$ cat src/hw/rtl/tlvf_pkg.sv
// Shared types and constants for the TLV tag value finder.
// No dependencies; used by tlvf_scan, tlvf_out_fifo and tlv_tag_value_finder.
package tlvf_pkg;

    localparam int BYTE_W = 8;

    // result item kinds
    localparam logic [1:0] KIND_LENGTH = 2'd0;
    localparam logic [1:0] KIND_VALUE  = 2'd1;
    localparam logic [1:0] KIND_STATUS = 2'd2;

    // scan phases
    localparam logic [1:0] PH_TAG1  = 2'd0;
    localparam logic [1:0] PH_TAG2  = 2'd1;
    localparam logic [1:0] PH_LEN   = 2'd2;
    localparam logic [1:0] PH_VALUE = 2'd3;

    // configuration register indexes
    localparam logic CFG_TARGET_FIRST  = 1'b0;
    localparam logic CFG_TARGET_SECOND = 1'b1;

    // low five bits all ones announce a second tag byte
    localparam logic [BYTE_W-1:0] TWO_BYTE_TAG_MASK = 8'h1F;

    typedef struct packed {
        logic [1:0]        item_kind;
        logic [BYTE_W-1:0] payload;
        logic              tag_found;
        logic              cut_short;
    } t_item;

    // what one processed byte puts into the result queue
    typedef struct packed {
        logic  push0;
        logic  push1;
        t_item item0;
        t_item item1;
    } t_push;

endpackage

$ cat src/hw/rtl/tlvf_scan.sv
// Scan state machine: walks tag, length and value bytes, emits up to two results per byte.
// Depends on tlvf_pkg.
module tlvf_scan (
    input  logic                         i_clk,
    input  logic                         i_rst_n,
    input  logic                         i_fire,
    input  logic [tlvf_pkg::BYTE_W-1:0]  i_byte,
    input  logic                         i_eos,
    input  logic [tlvf_pkg::BYTE_W-1:0]  i_target_first,
    input  logic [tlvf_pkg::BYTE_W-1:0]  i_target_second,
    output tlvf_pkg::t_push              o_push
);

    logic [1:0]                    r_phase, n_phase;
    logic                          r_matches, n_matches;
    logic [tlvf_pkg::BYTE_W-1:0]   r_bytes_left, n_bytes_left;
    logic                          r_done, n_done;
    logic                          r_recorded, n_recorded;

    logic                          data_valid;
    tlvf_pkg::t_item               data_item;
    tlvf_pkg::t_item               status_item;
    logic [tlvf_pkg::BYTE_W-1:0]   left_dec;

    assign left_dec = r_bytes_left - 8'd1;

    always_comb begin
        n_phase      = r_phase;
        n_matches    = r_matches;
        n_bytes_left = r_bytes_left;
        n_done       = r_done;
        n_recorded   = r_recorded;
        data_valid   = 1'b0;
        data_item    = '0;
        status_item  = '0;

        if (!r_done) begin
            unique case (r_phase)
                tlvf_pkg::PH_TAG1: begin
                    n_matches = (i_byte == i_target_first);
                    if ((i_byte & tlvf_pkg::TWO_BYTE_TAG_MASK) == tlvf_pkg::TWO_BYTE_TAG_MASK)
                        n_phase = tlvf_pkg::PH_TAG2;
                    else
                        n_phase = tlvf_pkg::PH_LEN;
                end
                tlvf_pkg::PH_TAG2: begin
                    n_matches = r_matches && (i_byte == i_target_second);
                    n_phase   = tlvf_pkg::PH_LEN;
                end
                tlvf_pkg::PH_LEN: begin
                    if (r_matches) begin
                        data_valid          = 1'b1;
                        data_item.item_kind = tlvf_pkg::KIND_LENGTH;
                        data_item.payload   = i_byte;
                        n_recorded          = 1'b1;
                        if (i_byte == '0)
                            n_done = 1'b1;
                    end
                    n_bytes_left = i_byte;
                    n_phase      = (i_byte == '0) ? tlvf_pkg::PH_TAG1 : tlvf_pkg::PH_VALUE;
                end
                tlvf_pkg::PH_VALUE: begin
                    if (r_matches) begin
                        data_valid          = 1'b1;
                        data_item.item_kind = tlvf_pkg::KIND_VALUE;
                        data_item.payload   = i_byte;
                    end
                    n_bytes_left = left_dec;
                    if (left_dec == '0) begin
                        n_phase = tlvf_pkg::PH_TAG1;
                        if (r_matches)
                            n_done = 1'b1;
                    end
                end
                default: n_phase = tlvf_pkg::PH_TAG1;
            endcase
        end

        // status looks at the state after this byte
        status_item.item_kind = tlvf_pkg::KIND_STATUS;
        if (n_recorded) begin
            status_item.tag_found = 1'b1;
            status_item.cut_short = !n_done;
        end else if (n_phase == tlvf_pkg::PH_LEN && n_matches) begin
            status_item.tag_found = 1'b1;
            status_item.cut_short = 1'b1;
        end

        if (i_eos) begin
            n_phase      = tlvf_pkg::PH_TAG1;
            n_matches    = 1'b0;
            n_bytes_left = '0;
            n_done       = 1'b0;
            n_recorded   = 1'b0;
        end
    end

    always_comb begin
        o_push.push0 = i_fire && (data_valid || i_eos);
        o_push.push1 = i_fire && data_valid && i_eos;
        o_push.item0 = data_valid ? data_item : status_item;
        o_push.item1 = status_item;
    end

    always_ff @(posedge i_clk) begin
        if (!i_rst_n) begin
            r_phase      <= tlvf_pkg::PH_TAG1;
            r_matches    <= 1'b0;
            r_bytes_left <= '0;
            r_done       <= 1'b0;
            r_recorded   <= 1'b0;
        end else if (i_fire) begin
            r_phase      <= n_phase;
            r_matches    <= n_matches;
            r_bytes_left <= n_bytes_left;
            r_done       <= n_done;
            r_recorded   <= n_recorded;
        end
    end

endmodule

$ cat src/hw/rtl/tlvf_out_fifo.sv
// Small result queue in flip-flops: up to two writes per cycle, one read.
// Depends on tlvf_pkg.
module tlvf_out_fifo #(
    parameter int DEPTH = 4
) (
    input  logic             i_clk,
    input  logic             i_rst_n,
    input  tlvf_pkg::t_push  i_push,
    input  logic             i_pop,
    output logic             o_room2,
    output logic             o_valid,
    output tlvf_pkg::t_item  o_item
);

    localparam int PTR_W = (DEPTH > 2) ? $clog2(DEPTH) : 1;
    localparam int CNT_W = $clog2(DEPTH + 1);
    localparam logic [PTR_W-1:0] LAST = PTR_W'(DEPTH - 1);
    localparam logic [CNT_W-1:0] ROOM_LIMIT = CNT_W'(DEPTH - 2);

    tlvf_pkg::t_item r_mem [DEPTH];
    logic [PTR_W-1:0] r_wr_ptr, n_wr_ptr;
    logic [PTR_W-1:0] r_rd_ptr, n_rd_ptr;
    logic [CNT_W-1:0] r_count, n_count;
    logic [PTR_W-1:0] wr_ptr_p1;
    logic             do_pop;

    function automatic logic [PTR_W-1:0] ptr_inc(input logic [PTR_W-1:0] p);
        ptr_inc = (p == LAST) ? '0 : p + 1'b1;
    endfunction

    assign wr_ptr_p1 = ptr_inc(r_wr_ptr);
    assign do_pop    = i_pop && (r_count != '0);
    assign o_valid   = (r_count != '0);
    assign o_item    = r_mem[r_rd_ptr];
    assign o_room2   = (r_count <= ROOM_LIMIT);

    always_comb begin
        n_wr_ptr = r_wr_ptr;
        if (i_push.push1)
            n_wr_ptr = ptr_inc(wr_ptr_p1);
        else if (i_push.push0)
            n_wr_ptr = wr_ptr_p1;
        n_rd_ptr = do_pop ? ptr_inc(r_rd_ptr) : r_rd_ptr;
        n_count  = r_count + CNT_W'(i_push.push0) + CNT_W'(i_push.push1) - CNT_W'(do_pop);
    end

    always_ff @(posedge i_clk) begin
        if (i_push.push0)
            r_mem[r_wr_ptr] <= i_push.item0;
        if (i_push.push1)
            r_mem[wr_ptr_p1] <= i_push.item1;
    end

    always_ff @(posedge i_clk) begin
        if (!i_rst_n) begin
            r_wr_ptr <= '0;
            r_rd_ptr <= '0;
            r_count  <= '0;
        end else begin
            r_wr_ptr <= n_wr_ptr;
            r_rd_ptr <= n_rd_ptr;
            r_count  <= n_count;
        end
    end

endmodule

$ cat src/hw/rtl/tlv_tag_value_finder.sv
// TLV tag value finder: input register, scan stage and result queue.
// Path: each byte is held in the input register, then its results are written into
// the result queue, from which they can be taken.
// Throughput: one byte per cycle; a final byte also adds a status item, and the
// queue (FIFO_DEPTH entries) accepts a byte only while two free slots remain.
// Reset (synchronous, active low) clears scan state, queue and target registers.
// Depends on tlvf_pkg, tlvf_scan and tlvf_out_fifo.
module tlv_tag_value_finder #(
    parameter int FIFO_DEPTH = 4
) (
    input  logic                         i_clk,
    input  logic                         i_rst_n,
    // config
    input  logic                         i_cfg_we,
    input  logic                         i_cfg_index,
    input  logic [tlvf_pkg::BYTE_W-1:0]  i_cfg_data,
    // input channel
    input  logic                         i_in_valid,
    output logic                         o_in_stall,
    input  logic [tlvf_pkg::BYTE_W-1:0]  i_data_byte,
    input  logic                         i_end_of_string,
    // result channel
    output logic                         o_out_valid,
    input  logic                         i_out_stall,
    output logic [1:0]                   o_item_kind,
    output logic [tlvf_pkg::BYTE_W-1:0]  o_payload,
    output logic                         o_tag_found,
    output logic                         o_cut_short
);

    logic [tlvf_pkg::BYTE_W-1:0] r_target_first;
    logic [tlvf_pkg::BYTE_W-1:0] r_target_second;

    logic                        r_in_valid;
    logic [tlvf_pkg::BYTE_W-1:0] r_in_byte;
    logic                        r_in_eos;

    logic            room2;
    logic            fire;
    tlvf_pkg::t_push push;
    tlvf_pkg::t_item head;

    assign fire       = r_in_valid && room2;
    assign o_in_stall = r_in_valid && !room2;

    always_ff @(posedge i_clk) begin
        if (!i_rst_n) begin
            r_target_first  <= '0;
            r_target_second <= '0;
        end else if (i_cfg_we) begin
            unique case (i_cfg_index)
                tlvf_pkg::CFG_TARGET_FIRST:  r_target_first  <= i_cfg_data;
                tlvf_pkg::CFG_TARGET_SECOND: r_target_second <= i_cfg_data;
                default: ;
            endcase
        end
    end

    always_ff @(posedge i_clk) begin
        if (!i_rst_n)
            r_in_valid <= 1'b0;
        else if (!o_in_stall)
            r_in_valid <= i_in_valid;
    end

    always_ff @(posedge i_clk) begin
        if (i_in_valid && !o_in_stall) begin
            r_in_byte <= i_data_byte;
            r_in_eos  <= i_end_of_string;
        end
    end

    tlvf_scan u_scan (
        .i_clk           (i_clk),
        .i_rst_n         (i_rst_n),
        .i_fire          (fire),
        .i_byte          (r_in_byte),
        .i_eos           (r_in_eos),
        .i_target_first  (r_target_first),
        .i_target_second (r_target_second),
        .o_push          (push)
    );

    tlvf_out_fifo #(
        .DEPTH (FIFO_DEPTH)
    ) u_out_fifo (
        .i_clk   (i_clk),
        .i_rst_n (i_rst_n),
        .i_push  (push),
        .i_pop   (!i_out_stall),
        .o_room2 (room2),
        .o_valid (o_out_valid),
        .o_item  (head)
    );

    assign o_item_kind = head.item_kind;
    assign o_payload   = head.payload;
    assign o_tag_found = head.tag_found;
    assign o_cut_short = head.cut_short;

endmodule
$ cat config.mk
export PLATFORM = sky130hd
export DESIGN_NAME = tlv_tag_value_finder
export DESIGN_NICKNAME = d
export VERILOG_FILES = /design/src/hw/rtl/tlvf_pkg.sv /design/src/hw/rtl/tlvf_scan.sv /design/src/hw/rtl/tlvf_out_fifo.sv /design/src/hw/rtl/tlv_tag_value_finder.sv
export SDC_FILE = /design/constraint.sdc
export NUM_CORES = 1
export LEC_CHECK = 0
export ABC_AREA = 1
export BUFFER_PORTS_ARGS = -buffer_cell sky130_fd_sc_hd__buf_2
export CORE_MARGIN = 10
export CORE_UTILIZATION = 52
export CTS_BUF_LIST = sky130_fd_sc_hd__clkbuf_2
export DETAILED_ROUTE_END_ITERATION = 10
export PLACE_DENSITY = 0.7
export SYNTH_ARGS = -nofsm -noshare
export SYNTH_HDL_FRONTEND = slang
export SYNTH_HIERARCHICAL = 1
export SYNTH_SLANG_ARGS = --single-unit
$ cat constraint.sdc
create_clock -name i_clk -period 4.95 [get_ports i_clk]
set_input_delay 0.495 -clock i_clk [delete_from_list [all_inputs] [get_ports i_clk]]
set_output_delay 0.495 -clock i_clk [all_outputs]
set_load 0.01 [all_outputs]
==> results.md <==
* Vias in the first global route at ~3,900
* Final ANT Viol Nets at 0
* Clk buf depth at 2
* Initial DRT Pass Iterations at 5
* Maximum operating frequency at 0.308 GHz
* CTS sink count at 96
* Multi-input gate area at 2180 sq um
* Worst Path Required at 5.48 ns
* Post-DR wirelength/cell at 15.3 microns
* Register bit total from synthesis at 96
* Internal Power at 1.24 mW
* Die X at 120 microns
* Design area at 5430 sq um
* Fillers at 953
* Power density cells at between 300 and 400 nW/um^2
* Slew margin rel. at 28.3%
* Comb pwr share at 25.6%
* DP Wirelength at 9470 microns
* Mean post-synth cell area at 8.23 sq um
* Worst EP arrival at 3.78 ns
* Peak supply drop at 0.147 mV
* Antenna Cells at 0
* Final slew viol count at 0
* Drt total wl at 12,100 microns
* Placed Instance Area at about 5300 sq um
* Largest net degree at the start of global routing at 26
* Fraction of layout cells with a size suffix above 1 at 12.0%
* Grt total ovfl at 0
* Fin crit share at roughly 66%
* Worst-Margin Slew at 1.07 ns
* Vias per cell at 5.25
* Cell count after placement at 775
* Sequential power share at 51.5%
* Hold Fails Final Rpt at 0
* Cts hold-fix bufs at 0
* Leak at about 2.2 nW
* CP Capture Type: flip-flop
* Synthesized cell area at approximately 5200 sq um
* Die Area at about 14,000 sq um
* CTS root buffer: clkbuf_2
* Final setup skew at 0.0347 ns
* RSZ-0062 raised after global routing: false
* # H-tree levels at 3
* Number of setup violations in the final report at 0
* Status: complete, no violations
* NetSw at 0.626 mW
* Synth area leaders: edfxtp_1 (33%), dfxtp_1 (15%), nand2_1 (9.6%)
* Core Area at 9730 sq um
* FF/Latch Area at approximately 2500 sq um
* GP Congestion at 0.935
* Switching part of the total power at 33.6%
* Minimum clock period at 3.25 ns
* Global-route wire length before repair at 19,600 microns
* Post-route DRC at 0
* Row cnt at 36
* Final worst slack at 1.70 ns
* Ports at 37
* Die height at 120 microns
* Max-cap violation count at 0
* Clk slew on worst S/H paths at between 0.2 and 0.25 ns
* CTS tree: built
* Worst min path class: primary input to flip-flop
* Post-synth top area share at 33.0%
* Clk pwr share at 23.0%
* DR vias at 4,154
* Layout net count at 688
* Initial antenna violation count at 0
* Top cell type by total area after synthesis: edfxtp_1
* Distinct cells, synth at 37
* Critical path launch point type: flip-flop
* Fin cells at 791
* CTS Buf Count at 9
* Critical path class: flip-flop to flip-flop
* Initial drt markers at 237
* Area Overhead vs Synth at 4.78%
* Gate Count Post-Synth at 630
* Synth warnings at 6
* Critical-path maximum fanout at 15
* Post_cts resized at 0
* Setup_tns at 0 ns
* Sequential fraction of the synthesis area at 48.1%
* Clk_lat worst skew at 0.58 ns
* Worst slack at placement at 1.78 ns
* Post-CTS Setup Bufs at 0
* GRT Total Usage at roughly 17%
* Count of input and output buffers at 36
* Initial core utilization at 53.3%
-- routing by layer --
layer	global-route usage, %	up-vias	share of wire (%)
met2	30.1	107	51
met3	3.09	17	5.1
met1	20.1	1905	42
met4	6.79	0	1.8
li1	-	2125	-
met5	0	-	0
-- kinds of logic (layout without fill, tap and decap cells) --
group / after synthesis / count (layout) / share of synthesized area (%)
buffers and inverters: 104 / 124 / 10.5
DFF: 96 / 96 / 48.1
other: 2 / 10 / 0.145
AOI/OAI and AO/OA: 138 / 138 / 14.0
adders and majority gates: 12 / 12 / 3.19
and+or+nand+nor: 269 / 269 / 22.5
xor gates and xnor gates: 9 / 9 / 1.52
-- sequential cells by signal, indices dropped and copies added, names as in the netlist, 2 cells and up, named ones only --
register and cells:
u_out_fifo/r_mem 48, r_in_byte 8, r_target_first 8, r_target_second 8, u_scan/r_bytes_left 8, u_out_fifo/r_count 3
u_out_fifo/r_rd_ptr 2, u_out_fifo/r_wr_ptr 2, u_scan/r_phase 2
-- placed cells by master, fill, tap and decap left out, types with 3 or more instances in the layout --
| cell | instances |
|---|---|
| a21oi_1 | 35 |
| buf_2 | 36 |
| clkbuf_2 | 10 |
| clkinvlp_4 | 3 |
| conb_1 | 10 |
| dfxtp_1 | 39 |
| edfxtp_1 | 57 |
| ha_1 | 10 |
| inv_1 | 65 |
| inv_2 | 4 |
| nand2_1 | 133 |
| nand2_2 | 4 |
| nand2_4 | 4 |
| nand3_1 | 32 |
| nand4_1 | 6 |
| nor2_1 | 69 |
| nor2_2 | 4 |
| nor3_1 | 7 |
| o211ai_1 | 3 |
| o21ai_0 | 16 |
| o21ai_1 | 66 |
| o22ai_1 | 14 |
| or2_2 | 5 |
| xnor2_1 | 6 |
| xor2_1 | 3 |
-- power groups by stage --
stage	logic (mW)	clock network (mW)	registers, mW
CTS	0.482	0.439	0.961
floorplan	0.362	0	0.946
global route	0.539	0.468	0.969
global placement	0.464	0	0.976
detailed placement	0.480	0	0.978
finish	0.477	0.428	0.960
-- critical path: stages, from the launching register on --
cell and delay, ns:
dfxtp_1 0.48, nand2_1 0.10, nor2_1 0.26, inv_1 0.27, o21ai_0 0.52, inv_1 0.19, ha_1 0.32, inv_1 0.05
fa_1 0.38, fa_1 0.36, inv_1 0.07, o21ai_0 0.07, a21oi_1 0.14
-- layout make-up --
cell class	count	share of cell area, %
inverter	72	5.02
multi-input combinational	438	40.1
clock buffer	10	0.922
timing repair buffer	36	3.32
sequential	96	45.9
tap	133	3.06
clock inverter	6	1.68
-- per-stage QoR --
step	hold slack (ns)	power (mW)	utilization (%)
6_report	0.0681	1.86	55.8
3_3_place_gp	0.451	1.44	54.4
4_1_cts	0.0349	1.88	55.8
2_1_floorplan	0.441	1.31	-
5_1_grt	0.0260	1.98	55.8
3_5_place_dp	0.462	1.46	54.4
-- synth_stat cells (all sizes together) --
library cell	number
xnor2	6
inv	70
edfxtp	57
o211ai	3
nand3b	1
nand4	7
clkbuf	2
fa	2
nor2	74
ha	10
o21ai	82
o22ai	14
buf	30
o21bai	1
nand3	34
a21oi	36
dfxtp	39
or2	5
a211oi	1
xor2	3
nand2	141
clkinv	2
a21boi	1
conb	2
nor3	7
-- worst paths after layout --
path	start	to	slack, ns	cells past startpoint
setup / recovery	u_scan/r_phase[1]$_SDFFE_PN0P_	u_out_fifo/r_count[2]$_SDFF_PN0_	1.70	12
hold / removal	i_data_byte[6]	r_in_byte[6]$_DFFE_PP_	0.07	1
setup reg to reg	u_scan/r_phase[1]$_SDFFE_PN0P_	u_out_fifo/r_count[2]$_SDFF_PN0_	1.70	12
hold reg to reg	r_target_second[5]$_SDFFE_PN0P_	r_target_second[5]$_SDFFE_PN0P_	0.49	2
Note: power is estimated with default switching activity, not from simulation.
